==> config.mk <==
export PLATFORM = sky130hd
export DESIGN_NAME = pcr_ram
export DESIGN_NICKNAME = d
export VERILOG_FILES = /design/src/rtl/pcr_ram.sv
export SDC_FILE = /design/constraint.sdc
export NUM_CORES = 2
export LEC_CHECK = 0
export ABC_AREA = 1
export BUFFER_PORTS_ARGS = -buffer_cell sky130_fd_sc_hd__buf_2
export CAP_MARGIN = 20
export CELL_PAD_IN_SITES_DETAIL_PLACEMENT = 0
export CELL_PAD_IN_SITES_GLOBAL_PLACEMENT = 1
export CORE_MARGIN = 8
export CORE_UTILIZATION = 30
export CTS_CLUSTER_SIZE = 25
export DETAILED_ROUTE_END_ITERATION = 8
export PLACE_DENSITY_LB_ADDON = 0.12
export SYNTH_ARGS = -nofsm -noshare
export SYNTH_HDL_FRONTEND = slang
export SYNTH_SLANG_ARGS = --single-unit
==> constraint.sdc <==
create_clock -name clock -period 3.8 [get_ports clock]
set_input_delay 0 -clock clock [delete_from_list [all_inputs] [get_ports clock]]
set_output_delay 0 -clock clock [all_outputs]
set_load 0.005 [all_outputs]
==> src/rtl/pcr_ram.sv <==
module pcr_ram #(
   parameter int WIDTH = 8,
   parameter int DEPTH = 256
) (
   input  logic                     clock,
   input  logic                     wr_en,
   input  logic [$clog2(DEPTH)-1:0] wr_addr,
   input  logic [WIDTH-1:0]         wr_data,
   input  logic                     rd_en,
   input  logic [$clog2(DEPTH)-1:0] rd_addr,
   output logic [WIDTH-1:0]         rd_data
);

   logic [WIDTH-1:0] mem_ff [DEPTH];
   logic [WIDTH-1:0] rd_data_ff;

   always_ff @(posedge clock) begin
      if (wr_en) begin
         mem_ff[wr_addr] <= wr_data;
      end
      if (rd_en) begin
         rd_data_ff <= mem_ff[rd_addr];
      end
   end

   assign rd_data = rd_data_ff;

endmodule
=== Yosys cells after proc, flatten, opt, wreduce, memory -nomap -nowiden ===
Memory sizes are Yosys's and may differ from the RTL's. A register that Yosys moved wholly into a read port is not among the register bits.
Cells that the tools add are included.

* Muxes and demuxes: 2

{| class="wikitable"
|+ Operators by type and width
! kind !! number
|-
| 2-to-1 mux 1 bit || 2
|}

* Flip-flop bits (word level): 0
* Logic and storage cells: 3
* Bits in writable memories: 2048
* Input port bits: 27
* Memories: 1

{| class="wikitable"
|+ Memories
! memory !! depth !! width !! read ports !! clocked after Yosys merged registers in !! wr ports !! RTL line !! RTL
|-
| mem_ff || 256 || 8 || 1 || 1 || 1 || 14 || <nowiki>logic [WIDTH-1:0] mem_ff [DEPTH];</nowiki>
|}

=== Depth between registers and ports, before layout ===
* Word-level depth: 2
* Gate-level depth with buffers: 15

=== Worst setup path before layout ===
Ideal clock, no wire load.

* Path type: in2reg
* Start point: in wr_en
* End point: mem mem_ff[162][0], enable pin
* Library setup time: 0.370 ns
* Arrival time: 1.121 ns
* Cell stages on the path: 4
* Setup slack: 2.309 ns
* Cells stage by stage: clkbuf_1 -> nand3_1 -> clkbuf_1 -> nor2_1

* Word-level cells in the longest chain between the ends: 2

{| class="wikitable"
|+ Ends and longest elaborated chain
! what !! RTL line !! RTL
|-
| from (decl) || 6 || <nowiki>input logic wr_en,</nowiki>
|-
| 2-to-1 mux 1 bit || 18 || <nowiki>if (wr_en) begin</nowiki>
|-
| 2-to-1 mux 1 bit (not written as such) || 19 || <nowiki>mem_ff[wr_addr] <= wr_data;</nowiki>
|-
| to (decl) || 14 ||
|}

No other way between the ends.

=== Final worst setup path ===
* Start point: in wr_addr[1]
* End point: mem mem_ff[96][7], enable pin

{| class="wikitable"
|+ RTL lines
! what !! RTL line !! RTL
|-
| from (decl) || 7 || <nowiki>input logic [$clog2(DEPTH)-1:0] wr_addr,</nowiki>
|}

Straight into the memory's write port.

==> results.toml <==
[floorplan]
fp.coreArea_um2 = 276700
initial_utilization = 0.3016
die_h_um = 543.5
rows = 193
die_area_um2 = 295400
die_w_um = 543.5
io_pins = 35

[routing]
first_pass_iters = 5
wl_mm = 281.3
drt_iter0_drc = 4381
vias = 54170
routed_via_density = 4.920
drc = 0
top_layer = "met4"
postRouteAntennaNets = 0
wire_per_inst_um = 25.55
route.met3.wl_mm = 10.22
wl_met1_mm = 130.5
route.met2.wl_mm = 133.8

[clocking]
clkTransAtPathRegs_ns = 0.06
htree_levels = 4
cts_setup_buffers = 0
cts-root-buf = "clkbuf_16"
worstSkewPairLatency_ns = 0.89
cts_sinks = 2056
cts_buffers = 239
cts_tree = "yes"
clockBufferDepth = 4

[cells_and_area]
final_nets = 7139
fill_cells = 27500
fin_area_um2 = 96610
drive_gt1_frac = 0.09107
syn_to_final_growth_pct = 15.73

[sta]
hold_viol = 0
whs_ns = 0.07402
fin_ws_ns = 1.489
setup_tns_ns = 0
fin_skew_ns = 0.05243
worst_slew_pin_slew_ns = 1.082
finalMaxSlewViolations = 0
timing.fmax_mhz = 432.8
layout_worst_path_cycle_share = 0.6081
rsz0062_at_grt = "no"
slew_headroom = 0.2779
final.min_clock_period_ns = 2.311
setup_violations = 0

[setup_path]
crit_type = "primary input to register"
critPathArrivalTime_ns = 2.78
worstPathMaxFanout = 12
reg2reg_depth = 10
startpoint_type = "primary input"
critical_path.endpoint_type = "register"
required_ns = 4.27

[global_route]
gr-usage-all-layers = 0.1853
grt_max_degree = 142
antenna_found_initial = 15
grt_pass1_wl_mm = 403.9
overflow = 0
grt_pass1_vias = 53870

[synth]
synth.most_common_cell = "nand2_1"
yosysSeqAreaShare = 0.7396
ys_dominant_reg_cell = "edfxtp_1"
async_flop_share = 0
avgSynthCellArea_um2 = 11.92
ys_ff_latch = 2056
yosys.area.top_type = "edfxtp_1"
yosysUniqueCellTypes = 13
synthesis.nets = 7030
syn-cell-area_um2 = 83480
synth.top_cells.by_area = "edfxtp_1 74%, nand3_1 12%, nand2_1 9.5%, buf_2 1.6%, nor2_1 1.3%"
yosysWarnings = 0
syn_inst = 7003
netlist.area_leader.share = 0.7396
synth_top_cells_by_count = "2123 x nand2_1, 2056 x edfxtp_1, 2019 x nand3_1, 283 x nor2_1, 268 x buf_2"
synth_edf_count = 2056

[power]
power_density_nw_per_um2 = 518.1
ir_drop_v = 0.0003623
leakagePower_nw = 33.27

[status]
status = "finished, final reports clean"

[min_path]
hold_class = "primary input to register"
holdPathStages = 7

[job]
max-cap-violations = 0

[place]
placed_area_um2 = 89170
post-dp-hpwl_mm = 161.2
io_buffers = 34
place_congestion = 0.7544
pre_cts_ws_ns = 0.6436
-- per-layer routing --
layer | vias to the layer above | track usage
met4 | 0 | 0.04340
met5 | - | 0
met1 | 27570 | 0.2630
met2 | 1098 | 0.3065
li1 | 25140 | -
met3 | 364 | 0.01977
-- per-stage QoR --
step | utilization | cells | total power, mW
after floorplan | - | 7003 | 27.05
after global routing | 0.3491 | 11010 | 51.69
after CTS | 0.3490 | 11010 | 50.74
final | 0.3491 | 11010 | 50.06
after detailed placement | 0.3222 | 10560 | 28.72
after global placement | 0.3222 | 10560 | 28.73
-- worst paths after layout --
kind / start / end / slack (ns)
setup / recovery: wr_addr[1] / mem_ff[96][7] / 1.49
hold / removal: wr_addr[0] / mem_ff[216][4] / 0.07
setup reg to reg: mem_ff[215][6] / rd_data[6] / 1.57
hold reg to reg: mem_ff[162][3] / rd_data[3] / 1.07
-- layout by cell type (no fill, tap or decap) --
cell           netlist  routed
nand3_1           2019    2019
buf_16               0       1
nor2_1             283     283
buf_2              268      21
buf_12               0      67
clkbuf_16            0     241
inv_6                0       3
dlygate4sd3_1        0      11
clkbuf_1           112      54
clkinv_1             0      72
clkinv_16            0       1
nand2_1           2123    2108
buf_4               46     239
buf_6               16       1
nand2_4              0       5
inv_8                0       2
clkinvlp_4           0       4
edfxtp_1          2056    2056
diode_2              0       3
clkinv_8             0       3
bufinv_16            0      15
inv_16               0       2
buf_8                1      11
inv_1               36      34
inv_2                2       1
clkinv_2             0      38
nand2_2              0      10
-- registers in the layout, summed over array words and instances, names as in the netlist --
name	flops
mem_ff	2048
rd_data	8
-- power breakdown --
group / total [mW] / leakage, nW / switching [mW] / internal, mW
clock network: 21.9 / 3.56 / 9.33 / 12.5
registers: 25.0 / 18.5 / 0.0218 / 25.0
logic: 3.15 / 11.2 / 2.40 / 0.748
total: 50.1 / 33.3 / 11.7 / 38.3
-- worst max-delay path: stages --
cell and delay [ns]:
dlygate4sd3_1 0.54, buf_2 0.16, nor2_1 0.11, inv_1 0.09
nor2_1 0.25, nand2_2 0.66, nor2_1 0.92
-- area by class of cell --
class | instances | area [um^2] | area share
tap | 3705 | 4636 | 0.04798
timing repair buffer | 351 | 3555 | 0.03679
clock inverter | 136 | 1057 | 0.01094
clock buffer | 295 | 6233 | 0.06452
multi-input combinational | 4425 | 19200 | 0.1987
sequential | 2056 | 61740 | 0.6391
inverter | 39 | 182.7 | 0.001891
antenna | 3 | 7.507 | 0.00007771
-- logic make-up (layout without fill, tap and decap cells) --
logic type | Yosys count | after routing | share of synthesized area
flops | 2056 | 2056 | 0.7396
simple gates | 4425 | 4425 | 0.2292
other cells | 0 | 3 | 0
buf+inv | 522 | 821 | 0.03116
-- what timing repair did --
item / 4_1_cts / 5_1_grt
hold buffers: 11 / 0
endpoints found under the hold margin: 1178 / 0
gates resized for setup: 0 / 0
No activity file was read; power rests on OpenSTA's default activity.
